**config.mk**
```make
export PLATFORM = sky130hd
export DESIGN_NAME = least_expansion_rectangle_select
export DESIGN_NICKNAME = d
export VERILOG_FILES = /design/src/hw/rtl/lers_pkg.sv /design/src/hw/rtl/least_expansion_rectangle_select.sv /design/src/hw/rtl/lers_eval.sv
export SDC_FILE = /design/constraint.sdc
export NUM_CORES = 2
export LEC_CHECK = 0
export BUFFER_PORTS_ARGS = -buffer_cell sky130_fd_sc_hd__buf_2
export CORE_UTILIZATION = 45
export CTS_CLUSTER_SIZE = 40
export DETAILED_ROUTE_END_ITERATION = 7
export PLACE_DENSITY_LB_ADDON = 0.3
export SETUP_SLACK_MARGIN = 0.4
export SYNTH_ARGS = -nofsm -noshare
export SYNTH_HDL_FRONTEND = slang
export SYNTH_SLANG_ARGS = --single-unit
export TNS_END_PERCENT = 50
```
**constraint.sdc**
```tcl
create_clock -name clk -period 6.25 [get_ports clk]
set_input_delay 0.625 -clock clk [delete_from_list [all_inputs] [get_ports clk]]
set_output_delay 0.625 -clock clk [all_outputs]
set_load 0.02 [all_outputs]
```
**src/hw/rtl/lers_pkg.sv**
```systemverilog
// ----------------------------------------------------------------------------
// lers_pkg
// Shared types and constants of the least-expansion rectangle selector.
// ----------------------------------------------------------------------------
package lers_pkg;

  // Coordinate and field widths
  localparam int COORD_BITS    = 16;
  localparam int EXT_BITS      = COORD_BITS + 1;   // grown extent reaches 2^COORD_BITS
  localparam int IDX_BITS      = 4;                // width of the best_index field
  localparam int ENL_BITS      = 34;               // width of the enlargement field
  localparam int MAX_RECTS_DEF = 16;

  // Operation codes
  typedef logic [1:0] op_t;
  localparam op_t OP_CLEAR = 2'd0;
  localparam op_t OP_LOAD  = 2'd1;
  localparam op_t OP_QUERY = 2'd2;

  typedef logic signed [COORD_BITS-1:0] coord_t;
  typedef logic signed [ENL_BITS-1:0]   enl_t;

  // Enlargement codes: contained point, and no candidate (saturated maximum)
  localparam enl_t ENL_CONTAINED = {ENL_BITS{1'b1}};
  localparam enl_t ENL_NONE      = enl_t'(64'sd4294967296);
  localparam enl_t ENL_ZERO      = '0;

  // One stored rectangle, as held in the memory
  typedef struct packed {
    coord_t lx;
    coord_t ly;
    coord_t ux;
    coord_t uy;
  } rect_t;

  // Per-rectangle evaluation handed from the datapath to the selector
  typedef struct packed {
    logic vld;
    logic hit;
    logic nz;
    enl_t enl;
  } eval_t;

endpackage

```
**src/hw/rtl/least_expansion_rectangle_select.sv**
```systemverilog
// ----------------------------------------------------------------------------
// least_expansion_rectangle_select
// Rectangle store with containment and least-area-enlargement point query.
// ----------------------------------------------------------------------------
// Usage:
//   Input channel in_* (valid/ready) carries one item: an op code plus the
//   rectangle bounds (load) or the point (query). Every item gives exactly
//   one result item on out_* (valid/ready).
//   Clear and load finish in the accept cycle; the result is valid on the
//   next cycle. A query reads the rectangle memory once per stored
//   rectangle through a three-stage evaluation pipeline, then waits for
//   the pipeline to drain before the result is registered (an empty store
//   skips the scan). The single memory read port serializes the scan, and
//   the next item is taken only once the query's result is registered.
//   The block holds one item at a time. The output register lets the next
//   item be accepted in the cycle the previous result is taken; while the
//   receiver stalls, the result holds and no new item is accepted.
//   Reset empties the store and the bounding box; the memory contents are
//   left as they are and are never read before being written.
// ----------------------------------------------------------------------------
module least_expansion_rectangle_select #(
  parameter int MAX_RECTS = lers_pkg::MAX_RECTS_DEF
) (
  input  logic                              clk,
  input  logic                              rst_n,
  input  logic                              in_valid,
  output logic                              in_ready,
  input  lers_pkg::op_t                     in_op,
  input  lers_pkg::coord_t                  in_lower_x,
  input  lers_pkg::coord_t                  in_lower_y,
  input  lers_pkg::coord_t                  in_upper_x,
  input  lers_pkg::coord_t                  in_upper_y,
  input  lers_pkg::coord_t                  in_point_x,
  input  lers_pkg::coord_t                  in_point_y,
  output logic                              out_valid,
  input  logic                              out_ready,
  output logic                              out_status,
  output logic                              out_contained,
  output logic                              out_found,
  output logic [lers_pkg::IDX_BITS-1:0]     out_best_index,
  output lers_pkg::enl_t                    out_enlargement
);
  import lers_pkg::*;

  localparam int IDX_W = (MAX_RECTS > 1) ? $clog2(MAX_RECTS) : 1;
  localparam int CNT_W = $clog2(MAX_RECTS + 1);

  typedef enum logic [3:0] {
    ST_IDLE  = 4'b0001,
    ST_SCAN  = 4'b0010,
    ST_DRAIN = 4'b0100,
    ST_DONE  = 4'b1000
  } state_t;

  // Rectangle memory
  rect_t mem [MAX_RECTS];

  state_t            state_r, state_nxt;
  logic [CNT_W-1:0]  cnt_r, cnt_nxt;
  logic [IDX_W-1:0]  addr_r, addr_nxt;
  coord_t            px_r, px_nxt, py_r, py_nxt;
  logic              bb_vld_r, bb_vld_nxt;
  coord_t            bb_lx_r, bb_lx_nxt, bb_ly_r, bb_ly_nxt;
  coord_t            bb_ux_r, bb_ux_nxt, bb_uy_r, bb_uy_nxt;
  logic              bb_hold_r, bb_hold_nxt;
  logic              any_hit_r, any_hit_nxt;
  logic              fnd_r, fnd_nxt;
  enl_t              best_r, best_nxt;
  logic [IDX_W-1:0]  best_idx_r, best_idx_nxt;

  logic              out_valid_r, out_valid_nxt;
  logic              out_status_r, out_status_nxt;
  logic              out_contained_r, out_contained_nxt;
  logic              out_found_r, out_found_nxt;
  logic [IDX_BITS-1:0] out_idx_r, out_idx_nxt;
  enl_t              out_enl_r, out_enl_nxt;

  rect_t             rd_data_r;
  logic              rd_vld_r;
  logic [IDX_W-1:0]  rd_idx_r;
  logic              mem_we;
  rect_t             wr_rect;

  eval_t             ev_res;
  logic [IDX_W-1:0]  ev_idx;
  logic              ev_busy;

  logic              in_acc, out_space, scan_last;

  assign out_space = !out_valid_r || out_ready;
  assign in_ready  = (state_r == ST_IDLE) && out_space;
  assign in_acc    = in_valid && in_ready;
  assign scan_last = (CNT_W'(addr_r) == (cnt_r - CNT_W'(1)));

  assign wr_rect.lx = in_lower_x;
  assign wr_rect.ly = in_lower_y;
  assign wr_rect.ux = in_upper_x;
  assign wr_rect.uy = in_upper_y;

  // Memory: one write port for loads, one registered read port for the scan
  always_ff @(posedge clk) begin
    if (mem_we) mem[cnt_r[IDX_W-1:0]] <= wr_rect;
    rd_data_r <= mem[addr_r];
    rd_idx_r  <= addr_r;
  end

  // Per-rectangle evaluation pipeline
  lers_eval #(
    .IDX_W (IDX_W)
  ) u_eval (
    .clk     (clk),
    .rst_n   (rst_n),
    .in_vld  (rd_vld_r),
    .in_idx  (rd_idx_r),
    .rect    (rd_data_r),
    .px      (px_r),
    .py      (py_r),
    .res     (ev_res),
    .res_idx (ev_idx),
    .busy    (ev_busy)
  );

  // Next-state logic
  always_comb begin
    state_nxt         = state_r;
    cnt_nxt           = cnt_r;
    addr_nxt          = addr_r;
    px_nxt            = px_r;
    py_nxt            = py_r;
    bb_vld_nxt        = bb_vld_r;
    bb_lx_nxt         = bb_lx_r;
    bb_ly_nxt         = bb_ly_r;
    bb_ux_nxt         = bb_ux_r;
    bb_uy_nxt         = bb_uy_r;
    bb_hold_nxt       = bb_hold_r;
    any_hit_nxt       = any_hit_r;
    fnd_nxt           = fnd_r;
    best_nxt          = best_r;
    best_idx_nxt      = best_idx_r;
    out_valid_nxt     = out_valid_r && !out_ready;
    out_status_nxt    = out_status_r;
    out_contained_nxt = out_contained_r;
    out_found_nxt     = out_found_r;
    out_idx_nxt       = out_idx_r;
    out_enl_nxt       = out_enl_r;
    mem_we            = 1'b0;

    // Running best over evaluated rectangles; lowest index wins ties
    if (ev_res.vld) begin
      if (ev_res.hit) any_hit_nxt = 1'b1;
      if (ev_res.nz && (!fnd_r || (ev_res.enl < best_r))) begin
        fnd_nxt      = 1'b1;
        best_nxt     = ev_res.enl;
        best_idx_nxt = ev_idx;
      end
    end

    unique case (state_r)
      ST_IDLE: begin
        if (in_acc) begin
          // clear/load/unused codes answer at once with a zero result (a dropped load sets status)
          out_valid_nxt     = 1'b1;
          out_status_nxt    = 1'b0;
          out_contained_nxt = 1'b0;
          out_found_nxt     = 1'b0;
          out_idx_nxt       = '0;
          out_enl_nxt       = ENL_ZERO;
          unique case (in_op)
            OP_CLEAR: begin
              cnt_nxt    = '0;
              bb_vld_nxt = 1'b0;
            end
            OP_LOAD: begin
              if (cnt_r == CNT_W'(MAX_RECTS)) begin
                out_status_nxt = 1'b1;
              end else begin
                mem_we     = 1'b1;
                cnt_nxt    = cnt_r + CNT_W'(1);
                bb_vld_nxt = 1'b1;
                if (!bb_vld_r || (in_lower_x < bb_lx_r)) bb_lx_nxt = in_lower_x;
                if (!bb_vld_r || (in_lower_y < bb_ly_r)) bb_ly_nxt = in_lower_y;
                if (!bb_vld_r || (in_upper_x > bb_ux_r)) bb_ux_nxt = in_upper_x;
                if (!bb_vld_r || (in_upper_y > bb_uy_r)) bb_uy_nxt = in_upper_y;
              end
            end
            OP_QUERY: begin
              out_valid_nxt = out_valid_r && !out_ready;
              px_nxt        = in_point_x;
              py_nxt        = in_point_y;
              bb_hold_nxt   = bb_vld_r &&
                              (bb_lx_r <= in_point_x) && (in_point_x < bb_ux_r) &&
                              (bb_ly_r <= in_point_y) && (in_point_y < bb_uy_r);
              any_hit_nxt   = 1'b0;
              fnd_nxt       = 1'b0;
              best_nxt      = ENL_ZERO;
              best_idx_nxt  = '0;
              addr_nxt      = '0;
              state_nxt     = (cnt_r == '0) ? ST_DONE : ST_SCAN;
            end
            default: begin
            end
          endcase
        end
      end
      ST_SCAN: begin
        addr_nxt = addr_r + IDX_W'(1);
        if (scan_last) state_nxt = ST_DRAIN;
      end
      ST_DRAIN: begin
        if (!rd_vld_r && !ev_busy) state_nxt = ST_DONE;
      end
      ST_DONE: begin
        if (out_space) begin
          out_valid_nxt  = 1'b1;
          out_status_nxt = 1'b0;
          priority if (bb_hold_r && any_hit_r) begin
            out_contained_nxt = 1'b1;
            out_found_nxt     = 1'b0;
            out_idx_nxt       = '0;
            out_enl_nxt       = ENL_CONTAINED;
          end else if (fnd_r) begin
            out_contained_nxt = 1'b0;
            out_found_nxt     = 1'b1;
            out_idx_nxt       = IDX_BITS'(best_idx_r);
            out_enl_nxt       = best_r;
          end else begin
            out_contained_nxt = 1'b0;
            out_found_nxt     = 1'b0;
            out_idx_nxt       = '0;
            out_enl_nxt       = ENL_NONE;
          end
          state_nxt = ST_IDLE;
        end
      end
      default: state_nxt = ST_IDLE;
    endcase
  end

  // Control registers
  always_ff @(posedge clk) begin
    if (!rst_n) begin
      state_r     <= ST_IDLE;
      cnt_r       <= '0;
      bb_vld_r    <= 1'b0;
      out_valid_r <= 1'b0;
      rd_vld_r    <= 1'b0;
    end else begin
      state_r     <= state_nxt;
      cnt_r       <= cnt_nxt;
      bb_vld_r    <= bb_vld_nxt;
      out_valid_r <= out_valid_nxt;
      rd_vld_r    <= (state_r == ST_SCAN);
    end
  end

  // Payload registers
  always_ff @(posedge clk) begin
    addr_r          <= addr_nxt;
    px_r            <= px_nxt;
    py_r            <= py_nxt;
    bb_lx_r         <= bb_lx_nxt;
    bb_ly_r         <= bb_ly_nxt;
    bb_ux_r         <= bb_ux_nxt;
    bb_uy_r         <= bb_uy_nxt;
    bb_hold_r       <= bb_hold_nxt;
    any_hit_r       <= any_hit_nxt;
    fnd_r           <= fnd_nxt;
    best_r          <= best_nxt;
    best_idx_r      <= best_idx_nxt;
    out_status_r    <= out_status_nxt;
    out_contained_r <= out_contained_nxt;
    out_found_r     <= out_found_nxt;
    out_idx_r       <= out_idx_nxt;
    out_enl_r       <= out_enl_nxt;
  end

  assign out_valid       = out_valid_r;
  assign out_status      = out_status_r;
  assign out_contained   = out_contained_r;
  assign out_found       = out_found_r;
  assign out_best_index  = out_idx_r;
  assign out_enlargement = out_enl_r;

endmodule

```
**src/hw/rtl/lers_eval.sv**
```systemverilog
// ----------------------------------------------------------------------------
// lers_eval
// Three-stage datapath: containment, grown and own extents, areas, and the
// area enlargement of one stored rectangle against the query point.
// ----------------------------------------------------------------------------
module lers_eval #(
  parameter int IDX_W = lers_pkg::IDX_BITS
) (
  input  logic               clk,
  input  logic               rst_n,
  input  logic               in_vld,
  input  logic [IDX_W-1:0]   in_idx,
  input  lers_pkg::rect_t    rect,
  input  lers_pkg::coord_t   px,
  input  lers_pkg::coord_t   py,
  output lers_pkg::eval_t    res,
  output logic [IDX_W-1:0]   res_idx,
  output logic               busy
);
  import lers_pkg::*;

  localparam int WW = COORD_BITS + 2;
  localparam int GW = 2 * EXT_BITS;
  localparam int AW = 2 * COORD_BITS;
  localparam int DW = GW + 1;

  typedef logic signed [WW-1:0] wide_t;

  // Extent of [min(l,p), max(u,p+1)); always positive
  function automatic logic [EXT_BITS-1:0] grow_ext(coord_t l, coord_t u, coord_t p);
    wide_t lw, uw, pw, p1, lo, hi, d;
    lw = wide_t'(l);
    uw = wide_t'(u);
    pw = wide_t'(p);
    p1 = pw + wide_t'(1);
    lo = (lw < pw) ? lw : pw;
    hi = (uw > p1) ? uw : p1;
    d  = hi - lo;
    return d[EXT_BITS-1:0];
  endfunction

  // Absolute extent |u - l|
  function automatic logic [COORD_BITS-1:0] span(coord_t l, coord_t u);
    wide_t d;
    d = wide_t'(u) - wide_t'(l);
    if (d < 0) d = -d;
    return d[COORD_BITS-1:0];
  endfunction

  logic                   s1_vld_r, s2_vld_r, s3_vld_r;
  logic [IDX_W-1:0]       s1_idx_r, s2_idx_r, s3_idx_r;
  logic                   s1_hit_r, s2_hit_r, s3_hit_r;
  logic [EXT_BITS-1:0]    s1_gx_r, s1_gy_r;
  logic [COORD_BITS-1:0]  s1_ax_r, s1_ay_r;
  logic                   s2_nz_r, s3_nz_r;
  logic [GW-1:0]          s2_grown_r;
  logic [AW-1:0]          s2_area_r;
  enl_t                   s3_enl_r;
  logic signed [DW-1:0]   diff;
  logic                   hit;

  assign hit = (rect.lx <= px) && (px < rect.ux) && (rect.ly <= py) && (py < rect.uy);
  assign diff = $signed(DW'(s2_grown_r)) - $signed(DW'(s2_area_r));

  // Stage valids
  always_ff @(posedge clk) begin
    if (!rst_n) begin
      s1_vld_r <= 1'b0;
      s2_vld_r <= 1'b0;
      s3_vld_r <= 1'b0;
    end else begin
      s1_vld_r <= in_vld;
      s2_vld_r <= s1_vld_r;
      s3_vld_r <= s2_vld_r;
    end
  end

  // Stage payloads: extents, products, difference
  always_ff @(posedge clk) begin
    s1_idx_r   <= in_idx;
    s1_hit_r   <= hit;
    s1_gx_r    <= grow_ext(rect.lx, rect.ux, px);
    s1_gy_r    <= grow_ext(rect.ly, rect.uy, py);
    s1_ax_r    <= span(rect.lx, rect.ux);
    s1_ay_r    <= span(rect.ly, rect.uy);

    s2_idx_r   <= s1_idx_r;
    s2_hit_r   <= s1_hit_r;
    s2_nz_r    <= (s1_ax_r != '0) && (s1_ay_r != '0);
    s2_grown_r <= s1_gx_r * s1_gy_r;
    s2_area_r  <= s1_ax_r * s1_ay_r;

    s3_idx_r   <= s2_idx_r;
    s3_hit_r   <= s2_hit_r;
    s3_nz_r    <= s2_nz_r;
    s3_enl_r   <= diff[ENL_BITS-1:0];
  end

  assign res.vld = s3_vld_r;
  assign res.hit = s3_hit_r;
  assign res.nz  = s3_nz_r;
  assign res.enl = s3_enl_r;
  assign res_idx = s3_idx_r;
  assign busy    = s1_vld_r | s2_vld_r | s3_vld_r;

endmodule

```
# [Word-level counts from Yosys, hierarchy flattened]
# Memory sizes are Yosys's and may differ from the RTL's. A register that Yosys moved wholly into a read port is not among the register bits.
# Index checks and enable logic that the tools add are counted.
[word_totals] reg_bits=384 mem_bits_rw=1024 in_bits=102 out_inout_bits=43 elab_cells=207 memories=1
[mem_list] memory="mem" words=16 width=64 rd=1 rd_clocked_by_memory_dff=1 wr=1 line_no="least_expansion_rectangle_select.sv:56" text="rect_t mem [MAX_RECTS];"
[classes] add_sub_neg=12 mul=2 n_lt_le_gt_ge=19 eq_ne=14 n_mux=73 bitwise=3 reduce_logical=42
[ops] cell="34-bit 2-to-1 mux" n=9
[ops] cell="16-bit less-than comparator" n=8
[ops] cell="17-bit 2-to-1 mux" n=4
[ops] cell="4-bit 2-to-1 mux" n=17
[ops] cell="34-bit one-hot mux with 2 select lines" n=1
[ops] cell="16-bit less-or-equal comparator" n=4
[ops] cell="16-bit by 2-bit adder with 17-bit output (second input constant)" n=2
[ops] cell="16-bit by 17-bit greater-than comparator with 1-bit output" n=2
[ops] cell="17-bit by 1-bit less-than comparator with 1-bit output (second input constant)" n=2
[ops] cell="34-bit less-than comparator" n=1
[ops] cell="17-bit by 17-bit multiplier with 34-bit output" n=1
[ops] cell="16-bit by 16-bit subtractor with 17-bit output" n=2
[ops] cell="17-bit subtractor" n=2
[ops] cell="34-bit by 32-bit subtractor with 34-bit output" n=1
[ops] cell="16-bit greater-than comparator" n=2
[ops] cell="16-bit by 16-bit multiplier with 32-bit output" n=1
[ops] cell="16-bit 2-to-1 mux" n=2
[ops] cell="16-bit negator" n=2
[ops] cell="16-bit nonzero test" n=2
[ops] cell="1-bit 2-to-1 mux" n=30
[ops] cell="5-bit AND reduction" n=5
[ops] cell="4-bit one-hot mux with 2 select lines" n=2
[ops] cell="4-bit one-hot mux with 4 select lines" n=1
[ops] cell="1-bit logical AND" n=14
[ops] cell="other kinds (25)" n=48

# [Logic depth before layout (Yosys ltp)]
[logic_depth] depth_word=8 mapped_depth=28 ltp_nobuf=28

# [Hierarchy]
# From an unflattened synthesis, not the netlist that was laid out.
[hier_totals] hier_cells=6001 area_unflattened_um2=80721.2
[modules_own_cells] mod="least_expansion_rectangle_select" n_inst=1 cells_each=2472 area_per_inst_um2=50483.4
[modules_own_cells] mod="lers_eval" n_inst=1 cells_each=3529 area_per_inst_um2=30237.8

# [Worst setup path after synthesis]
# Ideal clock, no wire load.
[synth_path] kind="input port to flip-flop" from="in out_ready" to="mem mem[1][0] (netlist name) (enable)" setup_ns=0.565 t_arrival_ns=6.210 slack_ns=-0.524 cell_stages=7 path_buffers=1 path_cell_list="nor2b_1 -> nor2_1 -> nand2_1 -> nor3_1 -> clkbuf_1 -> nand2_1 -> nor3_1"
[synth_via] elab_chain_len=7
[synth_rtl] item="start: declaration" line_no="least_expansion_rectangle_select.sv:36" text="input logic out_ready,"
[synth_rtl] item="1-bit logical OR" line_no="least_expansion_rectangle_select.sv:90" text="assign out_space = !out_valid_r || out_ready;"
[synth_rtl] item="1-bit logical AND" line_no="least_expansion_rectangle_select.sv:91" text="assign in_ready = (state_r == ST_IDLE) && out_space;"
[synth_rtl] item="named net in_ready" line_no="least_expansion_rectangle_select.sv:27" text="output logic in_ready,"
[synth_rtl] item="1-bit logical AND" line_no="least_expansion_rectangle_select.sv:92" text="assign in_acc = in_valid && in_ready;"
[synth_rtl] item="1-bit 2-to-1 mux" line_no="least_expansion_rectangle_select.sv:160" text="if (in_acc) begin"
[synth_rtl] item="1-bit 2-to-1 mux" line_no="least_expansion_rectangle_select.sv:158" text="unique case (state_r)"
[synth_rtl] item="1-bit 2-to-1 mux" line_no="least_expansion_rectangle_select.sv:102" text="if (mem_we) mem[cnt_r[IDX_W-1:0]] <= wr_rect;"
[synth_rtl] item="1-bit 2-to-1 mux (not written as such)" line_no="least_expansion_rectangle_select.sv:102"
[synth_rtl] item="end: declaration" line_no="least_expansion_rectangle_select.sv:56"
# The timed path passes the listed nets, and every way through them passes these cells.

# [Final worst setup path]
[layout_path] from="reg u_eval.s1_gy_r[7]" to="reg u_eval.s2_grown_r[33]"
[layout_via] elab_chain_len=1
[layout_rtl] item="start: declaration" line_no="lers_eval.sv:53" text="logic [EXT_BITS-1:0] s1_gx_r, s1_gy_r;"
[layout_rtl] item="start signal: assignment" line_no="lers_eval.sv:83" text="s1_gy_r <= grow_ext(rect.ly, rect.uy, py);"
[layout_rtl] item="17-bit by 17-bit multiplier with 34-bit output" line_no="lers_eval.sv:90" text="s2_grown_r <= s1_gx_r * s1_gy_r;"
[layout_rtl] item="end signal: assignment" line_no="lers_eval.sv:90"
[layout_rtl] item="end: declaration" line_no="lers_eval.sv:56" text="logic [GW-1:0] s2_grown_r;"
# No other way between the ends.
# A chain may end at the register's enable or synchronous reset.

==> results.md <==
* Mapped Area at approximately 80000 um^2
* Yosys top cell area share at 43.6%
* Register bit count reported by yosys at ~1500
* CTS Buf Count at around 150
* Register Area at 41300 um^2
* Count leader, synth: edfxtp_1
* GRT Total Usage at between 20 and 25%
* CP endpoint kind: flop
* Die H at around 420 um
* Clock sink total at ~1500
* CP startpoint kind: flop
* Core ar. at 177000 um^2
* Critical Path AT at between 6 and 7 ns
* Clk Latency, worst-skew pair at about 0.82 ns
* Post-DRT Antenna Nets at 0
* Slew Viols, Final at 0
* Seq/Total Area, Yosys at between 50 and 60%
* Residual DRC count at 0
* Cell variety after synth at approximately 70
* Multi-input gate area at approximately 36000 um^2
* CTS tree: built
* Slew headroom at 23.2%
* Initial DRC count at between 3000 and 4000
* Top_reg_cell synth: edfxtp_1
* F_max at around 0.17 GHz
* Finished Layout Cells at 8750
* Effective utilization at floorplan at 45.4%
* # fillers at ~15000
* Reg2Reg Depth at 23
* Worst hold start: rst_n
* Dpl hpwl at 139000 um
* Post-Route Skew at 0.0566 ns
* Syn. warnings at 0
* Clock transition at the registers of the reported paths at about 0.060 ns
* Worst Hold Class: input port to flop
* Post-synth EDFFs at between 1000 and 1500
* Vias in the first global route at between 40000 and 50000
* Hold buffer count at CTS at 0
* Final hold vios at 0
* Share of cells above drive strength 1 at approximately 17%
* Final period utilization at 95.9%
* Reg2reg start: u_eval.s1_gy_r[7]
* First-pass GRT wire length at 303000 um
* Clock tree root buffer cell: clkbuf_16
* Min-Delay Endpoint: state_r[0]
* Post-Syn Instances at between 5000 and 6000
* Critical R2R Capture: u_eval.s2_grown_r[33]
* Synth area leaders: edfxtp_1, fa_1, mux4_2
* Rows at between 150 and 200
* Syn_area_per_cell at ~14 um^2
* Initial antenna violation count at 26
* Run status: finished clean
* Hold depth at 2
* Syn nets at 7031
* P&R area growth vs syn at 13.3%
* Top cell type by total area after synthesis: edfxtp_1
* H-tree Lvls at 4
* IO buf count at approximately 140
* Least-Margin Pin Slew at roughly 1.2 ns
* Synth top cells by count: edfxtp_1, inv_1, ha_1
* Drt pass-1 iters at 5
* Max FO, Critical Path at 3
* Drt via density at 5.47
* GRT overflow at 0
* Largest net degree at the start of global routing at 112
* Worst Path Required at between 6 and 7 ns
* R2r setup slk at 0.26 ns
* Die area at 180000 um^2
* Final #Nets at 7376
* Crit path time final at between 5 and 6 ns
* Share of synthesized registers carrying an async set or reset at 0%
* Setup violations, final at 0
* Max-cap violation count at 0
* RSZ-0062 raised after global routing: yes
* Top-level I/O count at around 150
* Placer Congestion at around 0.91
* Clk buf depth at 3
* Routed len/inst at 22.9 um
* Routed wire length at approximately 200000 um
* Crit Path Class: flop to flop
* Routed vias at between 40000 and 50000
* Inst Count DP at approximately 8400
* Die W at ~420 um
==> cells in the final DEF (no fill, tap or decap), types with 153 or more instances in the layout <==
master     count
dfxtp_1      261
buf_4        182
a21o_1       156
inv_1        788
nor2_1       218
edfxtp_1    1166
nand2_1      402
ha_1         559
mux4_2       320
fa_1         405
a21oi_1      221
clkbuf_16    153
and2_1       264
==> state kept, by name, summed over array words and instances, names as in the netlist, 17 cells and up <==
name / count
u_eval.s2_grown_r: 34
u_eval.s1_gy_r: 17
rd_data_r: 64
best_r: 34
u_eval.s1_gx_r: 17
mem: 1024
out_enlargement: 34
u_eval.s3_enl_r: 34
u_eval.s2_area_r: 32
==> metrics by stage <==
| stage | hold slack (ns) | area, um^2 | setup TNS (ns) | utilization (%) | setup slack, ns |
|---|---|---|---|---|---|
| after CTS | 0.0423 | 90400 | 0 | 51.2 | 0.361 |
| after detailed placement | 0.312 | 85100 | -0.217 | 48.2 | -0.162 |
| after floorplan | 0.310 | 80300 | -13.71 | - | -0.212 |
| after global placement | 0.311 | 85100 | -0.106 | 48.2 | -0.102 |
| after global routing | 0.0881 | 91000 | -0.0386 | 51.5 | -0.0264 |
| final | 0.107 | 91000 | 0 | 51.5 | 0.258 |
==> worst max path at each step <==
stage	cells after the start	end	startpoint
floorplan	6	mem[3][0]	out_ready
global placement	23	u_eval.s2_grown_r[33]	u_eval.s1_gy_r[5]
detailed placement	23	u_eval.s2_grown_r[33]	u_eval.s1_gy_r[5]
CTS	26	u_eval.s2_grown_r[30]	u_eval.s1_gy_r[5]
global route	23	u_eval.s2_grown_r[33]	u_eval.s1_gy_r[7]
finish	23	u_eval.s2_grown_r[33]	u_eval.s1_gy_r[7]
==> logic make-up (layout without fill, tap and decap cells) <==
kind of cell               after synthesis  after routing  synth area share, %
adders and majority gates              996            996                 19.5
DFF                                   1472           1472                 51.2
AOI/OAI and AO/OA                      714            714                 5.62
and+or+nand+nor                       1209           1209                 7.35
buffers and inverters                  978           1449                 4.57
xor gates and xnor gates               193            193                 2.12
muxes                                  371            371                 9.62
other                                    0              6                    0
==> timing repair <==
item / in CTS / in global routing
setup endpoints to repair: 22 / 35
buffers inserted: 12 / 28
pin swaps: 41 / 60
resized for setup: 100 / 107
hold endpoints to repair: 0 / 0
cloned: 0 / 0
==> metal layers <==
metal | track usage, % | vias to the layer above | routed length [um]
met3 | 3.33 | 319 | 11800
li1 | - | 21742 | -
met5 | 0 | - | 33
met2 | 37.3 | 1441 | 97000
met4 | 6.64 | 6 | 5330
met1 | 30.4 | 24332 | 85900
==> cell type report <==
cell class                      instances  area share (%)
Sequential cell                      1472            45.3
Timing Repair Buffer                  373            3.10
Tap cell                             2340            3.22
Multi-Input combinational cell       3483            39.7
Clock buffer                          191            4.43
Inverter                              795            3.28
Antenna cell                            6          0.0165
Clock inverter                         90           0.902
==> worst max-delay path, cell delays in order, from the launching register on <==
cell and delay, ns:
dfxtp_4 0.35, buf_6 0.11, and2_4 0.15, fa_1 0.54, inv_2 0.04, fa_2 0.53
fa_1 0.44, fa_1 0.53, inv_2 0.04, fa_1 0.51, inv_2 0.04, fa_1 0.52
inv_2 0.05, ha_4 0.24, a21oi_1 0.18, o21ai_2 0.12, a311oi_4 0.30, o21ai_2 0.12
a41oi_2 0.21, a21oi_2 0.09, a311o_1 0.37, a21o_1 0.19, a21oi_2 0.14, xnor2_1 0.13
Power is not shown: default switching activity piles up to over one toggle a cycle in this logic, so the estimate is an artifact.
